### src/hw/rtl/mast_pkg.sv
// ----------------------------------------------------------------------------
// mast_pkg
// Types and fixed constants shared by the tracker core and its divider.
// ----------------------------------------------------------------------------
package mast_pkg;

	localparam int POS_W   = 32;
	localparam int TIME_W  = 32;
	localparam int SPEED_W = 22;

	// Largest speed magnitudes for each sign, in counts per second.
	localparam logic [31:0] SPEED_POS_LIMIT = 32'd2097151;
	localparam logic [31:0] SPEED_NEG_LIMIT = 32'd2097152;

	localparam logic FUNC_SAMPLE = 1'b0;
	localparam logic FUNC_PRESET = 1'b1;

	typedef struct packed {
		logic busy;
		logic done;
	} div_status_t;

endpackage

### src/hw/rtl/mast_divider.sv
// ----------------------------------------------------------------------------
// mast_divider
// Restoring unsigned divider, one quotient bit per clock, by a 32-bit divisor.
// ----------------------------------------------------------------------------
module mast_divider #(
	parameter int N = 21
) (
	input  logic                  clk,
	input  logic                  arst_n,
	input  logic                  start,
	input  logic [N-1:0]          dividend,
	input  logic [31:0]           divisor,
	output logic [N-1:0]          quotient,
	output mast_pkg::div_status_t status
);

	localparam int CNT_W = $clog2(N + 1);

	logic [CNT_W-1:0] cnt_q;
	logic             done_q;
	logic [31:0]      rem_q;
	logic [N-1:0]     quo_q;
	logic [31:0]      dsr_q;
	logic [32:0]      trial;
	logic             fits;

	// Shift the next dividend bit into the partial remainder and try the subtract.
	assign trial = {rem_q, quo_q[N-1]};
	assign fits  = trial >= {1'b0, dsr_q};

	always_ff @(posedge clk or negedge arst_n) begin
		if (!arst_n) begin
			cnt_q  <= '0;
			done_q <= 1'b0;
		end else begin
			done_q <= 1'b0;
			if (start) begin
				cnt_q <= CNT_W'(N);
			end else if (cnt_q != '0) begin
				cnt_q <= cnt_q - 1'b1;
				if (cnt_q == CNT_W'(1)) begin
					done_q <= 1'b1;
				end
			end
		end
	end

	always_ff @(posedge clk) begin
		if (start) begin
			rem_q <= '0;
			quo_q <= dividend;
			dsr_q <= divisor;
		end else if (cnt_q != '0) begin
			rem_q <= fits ? 32'(trial - {1'b0, dsr_q}) : trial[31:0];
			quo_q <= {quo_q[N-2:0], fits};
		end
	end

	assign quotient    = quo_q;
	assign status.busy = cnt_q != '0;
	assign status.done = done_q;

endmodule

### src/hw/rtl/multiturn_angle_speed_tracker_core.sv
// ----------------------------------------------------------------------------
// multiturn_angle_speed_tracker_core
// Unwraps absolute sensor angles into a saturating multi-turn position and
// estimates speed in counts per second from millisecond timestamps.
// ----------------------------------------------------------------------------
// One item is in work at a time and in_ready is high only while the core is
// idle. A sample with nonzero elapsed time waits on the restoring divider,
// which produces one quotient bit of delta * 1000 / dt per clock. Presets
// and the first sample after reset skip the divider; samples with zero
// elapsed time skip it as well. A finished result sits in the output
// register, so the next transaction is accepted while it waits; a later
// result then waits in ST_OUT until the earlier one has left the register.
module multiturn_angle_speed_tracker_core #(
	parameter int ANGLE_BITS = 12
) (
	input  logic                        clk,
	input  logic                        arst_n,
	input  logic                        in_valid,
	output logic                        in_ready,
	input  logic                        func,
	input  logic [ANGLE_BITS-1:0]       raw_angle,
	input  logic [31:0]                 time_ms,
	input  logic signed [31:0]          preset_position,
	output logic                        out_valid,
	input  logic                        out_ready,
	output logic signed [31:0]          position,
	output logic signed [21:0]          speed,
	output logic signed [ANGLE_BITS:0]  step_delta
);

	localparam int A        = ANGLE_BITS;
	localparam int DIV_BITS = ANGLE_BITS + 9;

	localparam logic [2:0] ST_IDLE  = 3'd0;
	localparam logic [2:0] ST_DELTA = 3'd1;
	localparam logic [2:0] ST_POS   = 3'd2;
	localparam logic [2:0] ST_DIV   = 3'd3;
	localparam logic [2:0] ST_OUT   = 3'd4;

	localparam logic signed [A:0]     HALF_TURN = (A+1)'(1) <<< (A - 1);
	localparam logic signed [A:0]     FULL_TURN = (A+1)'(1) <<< A;
	localparam logic [DIV_BITS-1:0]   MS_PER_S  = DIV_BITS'(1000);

	logic [2:0]                        st_q;
	logic                              func_q;
	logic [A-1:0]                      angle_q;
	logic [mast_pkg::TIME_W-1:0]       time_q;
	logic signed [mast_pkg::POS_W-1:0] preset_q;
	logic signed [A:0]                 delta_q;
	logic [mast_pkg::TIME_W-1:0]       dt_q;

	logic [A-1:0]                      last_angle_q;
	logic [mast_pkg::TIME_W-1:0]       last_time_q;
	logic signed [mast_pkg::POS_W-1:0] pos_q;
	logic signed [mast_pkg::SPEED_W-1:0] last_speed_q;
	logic                              primed_q;

	logic                              out_valid_q;
	logic signed [mast_pkg::POS_W-1:0] out_pos_q;
	logic signed [mast_pkg::SPEED_W-1:0] out_speed_q;
	logic signed [A:0]                 out_delta_q;

	logic signed [A:0]                 diff;
	logic signed [A:0]                 wrapped;
	logic signed [A:0]                 neg_delta;
	logic [A-1:0]                      delta_mag;
	logic [DIV_BITS-1:0]               dividend;
	logic signed [32:0]                pos_sum;
	logic signed [31:0]                pos_next;
	logic [31:0]                       quo_wide;
	logic [mast_pkg::SPEED_W-1:0]      speed_mag;
	logic signed [mast_pkg::SPEED_W-1:0] speed_next;
	logic                              div_start;
	logic [DIV_BITS-1:0]               quotient;
	mast_pkg::div_status_t             div_st;
	logic                              out_free;

	// Wrap the angle change into half a turn either way; both ends are kept.
	always_comb begin
		diff = $signed({1'b0, angle_q}) - $signed({1'b0, last_angle_q});
		priority if (diff > HALF_TURN) begin
			wrapped = diff - FULL_TURN;
		end else if (diff < -HALF_TURN) begin
			wrapped = diff + FULL_TURN;
		end else begin
			wrapped = diff;
		end
	end

	assign neg_delta = -delta_q;
	assign delta_mag = delta_q[A] ? neg_delta[A-1:0] : delta_q[A-1:0];
	assign dividend  = {{(DIV_BITS - A){1'b0}}, delta_mag} * MS_PER_S;

	always_comb begin
		pos_sum = 33'(pos_q) + 33'(delta_q);
		if (pos_sum[32] != pos_sum[31]) begin
			pos_next = pos_sum[32] ? 32'sh8000_0000 : 32'sh7fff_ffff;
		end else begin
			pos_next = pos_sum[31:0];
		end
	end

	// Clip the quotient magnitude to the signed speed range, then apply the sign.
	always_comb begin
		quo_wide = 32'(quotient);
		if (delta_q[A]) begin
			speed_mag = (quo_wide > mast_pkg::SPEED_NEG_LIMIT) ?
				mast_pkg::SPEED_NEG_LIMIT[mast_pkg::SPEED_W-1:0] :
				quo_wide[mast_pkg::SPEED_W-1:0];
			speed_next = -$signed(speed_mag);
		end else begin
			speed_mag = (quo_wide > mast_pkg::SPEED_POS_LIMIT) ?
				mast_pkg::SPEED_POS_LIMIT[mast_pkg::SPEED_W-1:0] :
				quo_wide[mast_pkg::SPEED_W-1:0];
			speed_next = $signed(speed_mag);
		end
	end

	assign div_start = (st_q == ST_POS) && (dt_q != '0) && !div_st.busy;
	assign out_free  = !out_valid_q || out_ready;

	mast_divider #(
		.N(DIV_BITS)
	) u_div (
		.clk     (clk),
		.arst_n  (arst_n),
		.start   (div_start),
		.dividend(dividend),
		.divisor (dt_q),
		.quotient(quotient),
		.status  (div_st)
	);

	always_ff @(posedge clk or negedge arst_n) begin
		if (!arst_n) begin
			st_q         <= ST_IDLE;
			last_angle_q <= '0;
			last_time_q  <= '0;
			pos_q        <= '0;
			last_speed_q <= '0;
			primed_q     <= 1'b0;
			out_valid_q  <= 1'b0;
		end else begin
			if (out_valid_q && out_ready) begin
				out_valid_q <= 1'b0;
			end
			unique case (st_q)
				ST_IDLE: begin
					if (in_valid) begin
						st_q <= ST_DELTA;
					end
				end
				ST_DELTA: begin
					if (func_q == mast_pkg::FUNC_PRESET) begin
						pos_q        <= preset_q;
						last_angle_q <= angle_q;
						st_q         <= ST_OUT;
					end else if (!primed_q) begin
						last_angle_q <= angle_q;
						last_time_q  <= time_q;
						primed_q     <= 1'b1;
						st_q         <= ST_OUT;
					end else begin
						last_angle_q <= angle_q;
						last_time_q  <= time_q;
						st_q         <= ST_POS;
					end
				end
				ST_POS: begin
					pos_q <= pos_next;
					if (dt_q == '0) begin
						st_q <= ST_OUT;
					end else if (div_start) begin
						st_q <= ST_DIV;
					end
				end
				ST_DIV: begin
					if (div_st.done) begin
						last_speed_q <= speed_next;
						st_q         <= ST_OUT;
					end
				end
				ST_OUT: begin
					if (out_free) begin
						out_valid_q <= 1'b1;
						st_q        <= ST_IDLE;
					end
				end
				default: begin
					st_q <= ST_IDLE;
				end
			endcase
		end
	end

	always_ff @(posedge clk) begin
		if (st_q == ST_IDLE && in_valid) begin
			func_q   <= func;
			angle_q  <= raw_angle;
			time_q   <= time_ms;
			preset_q <= preset_position;
		end
		if (st_q == ST_DELTA) begin
			if (func_q == mast_pkg::FUNC_SAMPLE && primed_q) begin
				delta_q <= wrapped;
			end else begin
				delta_q <= '0;
			end
			dt_q <= time_q - last_time_q;
		end
		if (st_q == ST_OUT && out_free) begin
			out_pos_q   <= pos_q;
			out_speed_q <= last_speed_q;
			out_delta_q <= delta_q;
		end
	end

	assign in_ready   = st_q == ST_IDLE;
	assign out_valid  = out_valid_q;
	assign position   = out_pos_q;
	assign speed      = out_speed_q;
	assign step_delta = out_delta_q;

endmodule

### config.mk
export PLATFORM = sky130hd
export DESIGN_NAME = multiturn_angle_speed_tracker_core
export DESIGN_NICKNAME = d
export VERILOG_FILES = /design/src/hw/rtl/mast_pkg.sv /design/src/hw/rtl/mast_divider.sv /design/src/hw/rtl/multiturn_angle_speed_tracker_core.sv
export SDC_FILE = /design/constraint.sdc
export NUM_CORES = 1
export LEC_CHECK = 0
export BUFFER_PORTS_ARGS = -buffer_cell sky130_fd_sc_hd__buf_2
export CAP_MARGIN = 0
export CORE_AREA = 2 2 301 303
export DETAILED_ROUTE_END_ITERATION = 8
export DIE_AREA = 0 0 303 305
export HOLD_SLACK_MARGIN = 0.03
export MAX_ROUTING_LAYER = met4
export PLACE_DENSITY = 0.5
export SLEW_MARGIN = 15
export SYNTH_ARGS = -nofsm -noshare
export SYNTH_HDL_FRONTEND = slang
export SYNTH_HIERARCHICAL = 1
export SYNTH_SLANG_ARGS = --single-unit
### constraint.sdc
create_clock -name clk -period 5.37 [get_ports clk]
set_input_delay 0.537 -clock clk [delete_from_list [all_inputs] [get_ports clk]]
set_output_delay 0.537 -clock clk [all_outputs]
set_load 0.005 [all_outputs]
Word-level counts from Yosys, hierarchy flattened
Cells that the tools add are included.

Eq/ne operators: 11. Order comparisons: 3. Add/subtract/negate cells: 9. Muxes and demuxes: 27. $mul: 1. Bitwise operators: 1. Reduce and logical (&&, ||, !) cells: 19.

Operator list (count): two-way mux 32 bit (4); case mux 32 bit (2 select lines) (1); subtractor 32 bit (2); two-way mux 21 bit (2); adder 32 x 13 -> 33 bit (1); greater-or-equal comparator 33 x 32 -> 1 bit (1); zero test 32 bit (1); nonzero test 32 bit (1); two-way mux 13 bit (2); two-way mux 22 bit (1); negation 21 -> 22 bit (1); two-way mux 3 bit (7); multiplier 12 x 7 -> 18 bit (second input constant) (1); case mux 3 bit (5 select lines) (1); adder 13 bit (second input constant) (1); greater-than comparator 13 bit (second input constant) (1); < comparator 13 x 12 -> 1 bit (second input constant) (1); subtractor 12 x 12 -> 13 bit (1); subtractor 13 bit (second input constant) (1); two-way mux 12 bit (1); negation 12 bit (1); two-way mux 5 bit (2); equality test 3 x 2 -> 1 bit (second input constant) (2); logical AND 1 bit (6); 17 further kinds (28).

Bits in registers: 383. Output and inout port bits: 69. Input port bits: 81.

Longest topological paths before layout
Gate-level depths: netlist of run 1.

Word-level depth: 6. Mapped depth: 22. Gate-level depth less buffers: 22.

Cells and area by module
The synthesis of run 1 kept the hierarchy.

By module, submodules not included: multiturn_angle_speed_tracker_core (area an instance 16350.7 sq um, cells an instance 1501, times used 1); mast_divider (area an instance 5708.0 sq um, cells an instance 620, times used 1).

Worst setup path before layout of run 1
OpenSTA, ideal clock, no wires.

Kind: register to register. Start: register delta_q[12]. End: register u_div.quo_q[19], in the netlist u_div/quotient[19], data pin. Stages on the path, launching flop included: 20. Setup time: 260 ps. Slack: -180 ps. Arrival: 5290 ps. Clock period less this slack: 5550 ps. Path through: edfxtp_1 > clkbuf_1 > clkbuf_1 > o21ai_0 > nand2_1 > xor2_1 > ha_1 > inv_1 > fa_1 > fa_1 > fa_1 > inv_1 > ha_1 > and3_1 > a21oi_1 > o211ai_1 > a31oi_1 > o21ai_0 > xor2_1 > mux2_2.

Word-level cells in the longest chain between the ends: 3.

RTL lines: start: declaration (line multiturn_angle_speed_tracker_core.sv:49) `logic signed [A:0] delta_q;`; start signal: assignment (line multiturn_angle_speed_tracker_core.sv:205) `delta_q <= wrapped;`; two-way mux 12 bit (line multiturn_angle_speed_tracker_core.sv:91) `assign delta_mag = delta_q[A] ? neg_delta[A-1:0] : delta_q[A-1:0];`; multiplier 12 x 7 -> 18 bit (line multiturn_angle_speed_tracker_core.sv:92) `assign dividend = {{(DIV_BITS - A){1'b0}}, delta_mag} * MS_PER_S;`; named net dividend[19] (line multiturn_angle_speed_tracker_core.sv:67) `logic [DIV_BITS-1:0] dividend;`; two-way mux 21 bit (line mast_divider.sv:49) `if (start) begin`; end signal: assignment (line mast_divider.sv:51) `quo_q <= dividend;`; end signal: assignment (line mast_divider.sv:55) `quo_q <= {quo_q[N-2:0], fits};`; end: declaration (line mast_divider.sv:22) `logic [N-1:0] quo_q;`.

The timed path passes the listed nets, and every way through them passes these cells. A chain may end at the register's enable or synchronous reset.

Final worst setup path of run 1
Start: register delta_q[2]. End: register u_div.quo_q[19], in the netlist u_div/quotient[19], data pin.

Word-level cells in the longest chain between the ends: 4.

RTL lines: negation 12 bit (line multiturn_angle_speed_tracker_core.sv:90) `assign neg_delta = -delta_q;`; two-way mux 12 bit (*) (line multiturn_angle_speed_tracker_core.sv:91); multiplier 12 x 7 -> 18 bit (*) (line multiturn_angle_speed_tracker_core.sv:92); named net dividend[19] (line multiturn_angle_speed_tracker_core.sv:67); two-way mux 21 bit (*) (line mast_divider.sv:49).

The timed path passes the listed nets; every way through them passes the cells marked *.

==> impl_summary.log, run 1 <==
INFO  metric synth_async_sr_flop_share = between 20% and 30%
INFO  metric syn_area_per_cell = 10.4 um2
INFO  metric grt_first_pass_wirelength = between 80000 and 90000 um
INFO  metric synth.cell_area = 22100 um2
INFO  metric layout_commonest_cell = sky130_fd_sc_hd__edfxtp_1
INFO  metric crit_path_end_kind = flip-flop
INFO  metric post_synth_num_cell_types = 87
INFO  metric count_of_state_elements_after_synthesis = 383
INFO  metric max_clock_freq = approximately 0.19 GHz
INFO  metric metal2_wl = approximately 24000 um
INFO  metric synth-xor-area-share = approximately 5.2%
INFO  metric worst_hold_path_type = primary input to flip-flop
INFO  metric timing.final.hold_violations = 0
INFO  metric area_delta_synth_final = 18.1%
INFO  metric multiInputGateArea = between 10000 and 15000 um2
INFO  metric worstPathRequired = around 5.7 ns
INFO  metric main_combinational_cell_family_by_area_after_synthesis = compound AO/OA/AOI/OAI gates
INFO  metric yosysWarningCount = 6
INFO  metric io_buffers = between 100 and 150
INFO  metric cts_tree = built
INFO  metric final-max-slew-violation-count = 0
INFO  metric finalCriticalPeriod = 5.19 ns
INFO  metric synth.mux.area_fraction = under 10%
INFO  metric least_margin_pin_slew = about 0.94 ns
INFO  metric hpwlAfterDp = 40100 um
INFO  metric detail_route.first_pass.iterations = 9
INFO  metric status = finished with violations
INFO  metric avgViaCountPerCell = between 4 and 5
INFO  metric clock_tree_root_driver_cell = sky130_fd_sc_hd__clkbuf_16
INFO  metric top_signal_layer_used = met4
INFO  metric dr_total_vias = 15.7k
INFO  metric nets = 2576
INFO  metric cts_buffers = 44
INFO  metric clock_tree.buffer_depth = 3
INFO  metric crit_slowest_cell = sky130_fd_sc_hd__fa_1
INFO  metric synthesized_area_fraction_occupied_by_ao_oa_aoi_and_oai_cells = 15.4%
INFO  metric synth_adder_area_share = between 10% and 20%
INFO  metric grt_util_all_layers = 12.1%
INFO  metric h_tree_depth = 2
INFO  metric failing_checks = design-rule violations
INFO  metric routabilityCongestion = roughly 0.85
INFO  metric drt-initial-drc-count = between 800 and 900
INFO  metric io_pins = 150
INFO  metric post_drt_wl_per_cell = 15.3 um
INFO  metric via_count_of_the_first_global_routing_pass = about 16k
INFO  metric totalWireLength = 53900 um
INFO  metric clk_transition_reported_paths = 0.06 ns
INFO  metric grt_max_degree = 71
INFO  metric antenna_found_initial = 4
INFO  metric r2r_slack = 0.18 ns
INFO  metric synth_area_leader_cell = sky130_fd_sc_hd__edfxtp_1
INFO  metric dr_wl_met3 = 1850 um
INFO  metric max-slew-margin-rel = approximately 37%
INFO  metric ys_top_cells_by_area = sky130_fd_sc_hd__edfxtp_1, sky130_fd_sc_hd__dfrtp_1, sky130_fd_sc_hd__ha_1, sky130_fd_sc_hd__a21oi_1, sky130_fd_sc_hd__o21ai_0
INFO  metric timing.critical_path.slowest_cell_delay = about 0.53 ns
INFO  metric crit_fanout = 5
INFO  metric cp.arrival = 5.53 ns
INFO  metric drt.antenna.violating_nets = 0
INFO  metric sequential_cell_area = approximately 11000 um2
INFO  metric finalSetupViolCount = 0
INFO  metric fin_hold_ws = approximately 0.12 ns
INFO  metric post_synth_edffs = ~240
INFO  metric post_route_cells_drive_above_1_share = ~15%
INFO  metric drc_errors = 12
INFO  metric global_route.overflow_total = 0
INFO  metric cap_viol_max_count = 0
INFO  metric insertion_delay = slightly below 0.6 ns
INFO  metric timing.setup.critical_path_class = flip-flop to flip-flop
INFO  metric floorplan.initialDensity = 24.7%
INFO  metric core = about 89000 um2
INFO  metric final.fill_count = 9312
INFO  metric worst_clock_skew = 0.0168 ns
INFO  metric wl_met1 = 26200 um
INFO  metric synthesis.instances = ~2.1k
INFO  metric floorplan.die.height = about 300 um
INFO  metric yosysSeqAreaShare = around half
INFO  metric mostFrequentLayoutCells = sky130_fd_sc_hd__edfxtp_1, sky130_fd_sc_hd__nand2_1, sky130_fd_sc_hd__inv_1, sky130_fd_sc_hd__o21ai_0, sky130_fd_sc_hd__a21oi_1
INFO  metric floorplan.die.width = ~300 um
INFO  metric die_area = about 92000 um2
INFO  metric ys.flop_type = sky130_fd_sc_hd__edfxtp_1
INFO  metric final_min_period_over_clock_period = a little over nine tenths
INFO  metric yosys.area_share.simple = about an eighth
INFO  metric num_rows = between 100 and 150
INFO  metric crit_top_cell = sky130_fd_sc_hd__fa_1
INFO  metric synth_top_area_share = around a third
INFO  metric critical_path_cell_by_cell = or3_4, buf_6, o21ai_4, xor2_2, inv_2, fa_1, inv_1, fa_1, fa_1, fa_1, inv_2, ha_4, and3_1, a21oi_2, o211ai_1, a31oi_1, o21ai_1, xor2_1, mux2_2
INFO  metric clock-sinks = 383
INFO  metric crit_path_start_kind = flip-flop
-- flip-flops by register name, indices dropped and copies added, names as in the netlist --
name and cells:
out_valid 1, func_q 1, last_time_q 32, last_angle_q 12, time_q 32, preset_q 32
u_div/cnt_q 5, angle_q 12, u_div/done_q 1, delta_q 13, step_delta 13, primed_q 1
last_speed_q 22, dt_q 32, speed 22, u_div/dsr_q 32, u_div/rem_q 32, position 32
st_q 3, pos_q 32, u_div/quotient 21
-- path summary, 6_finish.rpt --
kind	startpoint	to	depth (start not counted)
hold reg to reg	last_speed_q[13]$_DFFE_PN0P_	speed[13]$_DFFE_PP_	0
hold / removal	preset_position[18]	preset_q[18]$_DFFE_PP_	1
setup / recovery	delta_q[2]$_SDFFCE_PN0P_	u_div/quotient[19]$_DFFE_PP_	19
setup reg to reg	delta_q[2]$_SDFFCE_PN0P_	u_div/quotient[19]$_DFFE_PP_	19
max in group asynchronous	arst_n	pos_q[29]$_DFFE_PN0P_	3
min in group asynchronous	arst_n	last_speed_q[5]$_DFFE_PN0P_	2
-- cell usage after synthesis (all sizes together), types with 5 or more instances --
library cell / number
a211oi: 29
a21boi: 9
a21o: 39
a21oi: 158
a22oi: 5
a31oi: 15
and2: 12
and3: 21
buf: 22
clkbuf: 50
dfrtp: 109
dfxtp: 32
edfxtp: 242
fa: 38
ha: 152
inv: 181
mux2: 27
mux2i: 7
nand2: 195
nand2b: 17
nand3: 29
nand4: 16
nor2: 119
nor2b: 17
nor3: 56
nor3b: 5
nor4: 30
o211ai: 18
o21a: 23
o21ai: 163
o21bai: 13
o31ai: 21
or2: 5
or3: 39
or4: 11
xnor2: 76
xor2: 55
-- per-stage QoR --
| stage | cell area, um2 | setup TNS (ns) | utilization (%) | worst slack, ns | instances |
|---|---|---|---|---|---|
| 2_1_floorplan | 22100 | 0 | - | 0.00357 | 2123 |
| 3_3_place_gp | 24400 | -0.104 | 27.3 | -0.0540 | 3426 |
| 3_5_place_dp | 24400 | -0.242 | 27.3 | -0.103 | 3426 |
| 4_1_cts | 25900 | 0 | 29.0 | 0.0284 | 3509 |
| 5_1_grt | 26100 | -0.0816 | 29.2 | -0.0426 | 3519 |
| 6_report | 26100 | 0 | 29.2 | 0.185 | 3520 |
-- cells by family (layout without fill, tap and decap cells) --
group,count (synthesis),in the layout
XOR/XNOR,131,131
other,1,6
adder cells (fa/ha/maj),190,190
flip-flops,383,383
AND/OR/NAND/NOR,585,585
buffers and inverters,253,471
multiplexers,34,34
AO/OA/AOI/OAI,544,544
-- cell type report --
type | instances | area share (%)
Antenna cell | 3 | 0.0288
Clock buffer | 56 | 4.48
Clock inverter | 26 | 0.956
Inverter | 181 | 2.61
Multi-Input combinational cell | 1487 | 40.8
Sequential cell | 383 | 40.8
Tap cell | 1176 | 5.65
Timing Repair Buffer | 208 | 4.67
-- layer usage --
metal,vias to the layer above,global-route usage [%]
met1,7427,16.3
met4,0,3.53
met5,-,-
met3,79,1.87
met2,189,18.6
li1,8023,-
-- critical path, delay by kind of cell (launching register included) --
family	cells	cell delay (ns)
flip-flops	1	0.38
multiplexers	1	0.26
buffers and inverters	4	0.34
adder cells (fa/ha/maj)	5	2.28
AO/OA/AOI/OAI	5	0.69
AND/OR/NAND/NOR	2	0.62
XOR/XNOR	2	0.37
-- what timing repair did --
item / 4_1_cts / 5_1_grt
hold buffers: 1 / 0
resized for setup: 5 / 23
pin swaps: 1 / 18
setup buffers: 0 / 8
hold endpoints to repair: 17 / 0
setup endpoints to repair: 3 / 5
Power of run 1 is left out: the tool's default activity adds up to more than one toggle a clock period on the data nets, which glitch-free logic cannot reach.
==> run 2: changes to the inputs <==
Settings changed: MAX_ROUTING_LAYER met4 to default, PLACE_DENSITY 0.5 to 0.48.
Clock period 5.37 ns to 4.9 ns, I/O delays scaled along.
==> impl_summary.log, run 2 (synthesis gave the netlist of run 1 again) <==
INFO  metric status = finished with violations (unchanged)
INFO  metric failing_checks = design-rule violations, negative setup slack (was design-rule violations)
INFO  metric hpwlAfterDp = 40700 um (was 40100 um)
INFO  metric multiInputGateArea = 10900 um2 (was 10600 um2)
INFO  metric layout_commonest_cell = sky130_fd_sc_hd__edfxtp_1 (unchanged)
INFO  metric core = 89300 um2 (unchanged)
INFO  metric drt-initial-drc-count = 968 (was 885)
INFO  metric cts_buffers = 46 (was 44)
INFO  metric non_filler_cells_final = 3587 (was 3520)
INFO  metric sequential_cell_area = 10600 um2 (unchanged)
INFO  metric worst_clock_skew = 0.0323 ns (was 0.0168 ns)
INFO  metric timing.critical_path.buf_inv = 4 (unchanged)
INFO  metric cap_viol_max_count = 0 (unchanged)
INFO  metric h_tree_depth = 2 (unchanged)
INFO  metric setup_repair_after_global_routing_missed_its_margin = true
INFO  metric crit_slowest_cell = sky130_fd_sc_hd__fa_1 (unchanged)
INFO  metric floorplan.die.height = 305 um (unchanged)
INFO  metric max_clock_freq = 0.197 GHz (was 0.193 GHz)
INFO  metric cp.arrival = 5.41 ns (was 5.53 ns)
INFO  metric final.fill_count = 9158 (was 9312)
INFO  metric insertion_delay = 0.60 ns (was 0.59 ns)
INFO  metric clock-sinks = 383 (unchanged)
INFO  metric totalWireLength = 55200 um (was 53900 um)
INFO  metric final_critical_path_setup_slack = -0.178 ns (was 0.185 ns)
INFO  metric crit_fanout = 4 (was 5)
INFO  metric antenna_found_initial = 6 (was 4)
INFO  metric top_signal_layer_used = met5 (was met4)
INFO  metric cts_tree = built (unchanged)
INFO  metric floorplan.die.width = 303 um (unchanged)
INFO  metric clock_tree.buffer_depth = 3 (unchanged)
INFO  metric dp.cells = 3462 (was 3426)
INFO  metric final-max-slew-violation-count = 0 (unchanged)
INFO  metric nets = 2644 (was 2576)
INFO  metric finalCriticalPeriod = 5.08 ns (was 5.19 ns)
INFO  metric drt.antenna.violating_nets = 0 (unchanged)
INFO  metric diodes = 0 (was 3)
INFO  metric detail_route.first_pass.iterations = 9 (unchanged)
INFO  metric floorplan.initialDensity = 24.7% (unchanged)
INFO  metric worst_hold_path_type = primary input to asynchronous set/reset pin (was primary input to flip-flop)
INFO  metric max-slew-margin-rel = 27.9% (was 37.0%)
INFO  metric dr_wl_met3 = 2690 um (was 1850 um)
INFO  metric drc_errors = 6 (was 12)
INFO  metric grt_max_degree = 84 (was 71)
INFO  metric mostFrequentLayoutCells = sky130_fd_sc_hd__edfxtp_1, sky130_fd_sc_hd__nand2_1, sky130_fd_sc_hd__inv_1, sky130_fd_sc_hd__o21ai_0, sky130_fd_sc_hd__a21oi_1 (unchanged)
INFO  metric timing.final.hold_violations = 0 (unchanged)
INFO  metric grt_first_pass_wirelength = 88700 um (was 87100 um)
INFO  metric num_rows = 110 (unchanged)
INFO  metric timing.setup.critical_path_class = flip-flop to flip-flop (unchanged)
INFO  metric io_pins = 150 (unchanged)
INFO  metric final_min_period_over_clock_period = 104% (was 96.6%)
INFO  metric crit_path_end_kind = flip-flop (unchanged)
INFO  metric post_drt_wl_per_cell = 15.4 um (was 15.3 um)
INFO  metric clk_transition_reported_paths = 0.06 ns (about the same)
INFO  metric dr_total_vias = 16.5k (was 15.7k)
INFO  metric timing.critical_path.slowest_cell_delay = 0.53 ns (about the same)
INFO  metric area_delta_synth_final = 22.7% (was 18.1%)
INFO  metric post_route_cells_drive_above_1_share = 18.3% (was 15.3%)
INFO  metric crit_path_start_kind = flip-flop (unchanged)
INFO  metric avgViaCountPerCell = 4.59 (was 4.47)
INFO  metric least_margin_pin_slew = 1.08 ns (was 0.942 ns)
INFO  metric global_route.overflow_total = 0 (unchanged)
INFO  metric critical_path_cell_by_cell = or3_4, buf_12, o21ai_4, xor2_2, inv_2, fa_1, inv_2, fa_2, fa_1, fa_1, inv_2, ha_4, and3_4, a21oi_2, o211ai_1, a31oi_1, o21ai_1, xor2_1, mux2_4 (was or3_4, buf_6, o21ai_4, xor2_2, inv_2, fa_1, inv_1, fa_1, fa_1, fa_1, inv_2, ha_4, and3_1, a21oi_2, o211ai_1, a31oi_1, o21ai_1, xor2_1, mux2_2)
INFO  metric metal2_wl = 25300 um (was 24500 um)
INFO  metric wl_met1 = 25900 um (was 26200 um)
INFO  metric via_count_of_the_first_global_routing_pass = 16.3k (was 15.7k)
INFO  metric grt_util_all_layers = 11.9% (was 12.1%)
INFO  metric die_area = 92400 um2 (unchanged)
INFO  metric worstPathRequired = 5.23 ns (was 5.71 ns)
INFO  metric io_buffers = 149 (unchanged)
INFO  metric cpLargestDelayFamily = adder cells (unchanged)
INFO  metric finalSetupViolCount = 5 (was 0)
INFO  metric clock_tree_root_driver_cell = sky130_fd_sc_hd__clkbuf_16 (unchanged)
INFO  metric routabilityCongestion = 0.872 (was 0.851)
-- run 2: repair_timing --
| item | in CTS | in global routing |
|---|---|---|
| pin swaps | 30 | 21 |
| setup endpoints to repair | 8 | 8 |
| cloned | 0 | 0 |
| buffers inserted | 6 | 5 |
| gates resized for setup | 10 | 31 |
| hold buffers | 28 | 0 |
| endpoints found under the hold margin | 28 | 0 |
-- run 2: worst register-to-register path, delay by kind of cell (launching register included) --
| family | cells | cell delay, ns |
|---|---|---|
| compound gates | 5 | 0.69 |
| xor+xnor | 2 | 0.38 |
| buf+inv | 4 | 0.31 |
| flops | 1 | 0.38 |
| fa+ha+maj | 5 | 2.22 |
| mux | 1 | 0.26 |
| simple gates | 2 | 0.58 |
-- run 2: path summary, 6_finish.rpt --
kind / from / to / slack [ns] / cells after the start
worst min register to register: dt_q[22]$_DFFE_PP_ / u_div/dsr_q[22]$_DFFE_PP_ / 0.45 / 0
worst max register to register: delta_q[4]$_SDFFCE_PN0P_ / u_div/quotient[19]$_DFFE_PP_ / -0.18 / 19
worst max-delay path: delta_q[4]$_SDFFCE_PN0P_ / u_div/quotient[19]$_DFFE_PP_ / -0.18 / 19
max in group asynchronous: arst_n / pos_q[28]$_DFFE_PN0P_ / 3.57 / 2
min in group clk: preset_position[18] / preset_q[18]$_DFFE_PP_ / 0.07 / 1
worst min-delay path: arst_n / last_time_q[30]$_DFFE_PN0P_ / 0.06 / 1
-- run 2: cell type report --
| cell class | count | share of cell area, % |
|---|---|---|
| Clock buffer | 55 | 4.53 |
| Clock inverter | 31 | 1.54 |
| Inverter | 181 | 2.51 |
| Multi-Input combinational cell | 1487 | 40.1 |
| Sequential cell | 383 | 39.3 |
| Tap cell | 1176 | 5.44 |
| Timing Repair Buffer | 274 | 6.57 |
-- run 2: through the flow --
step	util (%)	setup slack, ns	setup TNS [ns]	cell area, um2	hold slack [ns]
floorplan	-	-0.206	-0.479	22300	0.194
global placement	27.8	-0.245	-0.830	24900	0.434
detailed placement	27.8	-0.323	-1.28	24900	0.436
CTS	30.1	-0.223	-0.572	26900	0.0300
global route	30.3	-0.402	-1.84	27100	0.0345
finish	30.3	-0.178	-0.549	27100	0.0572
-- run 2: metal layers --
layer | track usage (%) | vias to the layer above
met5 | 0 | -
met4 | 3.59 | 6
met3 | 2.21 | 87
met2 | 19.0 | 335
met1 | 16.2 | 7864
li1 | - | 8159
Power of run 2 is left out for the same reason.
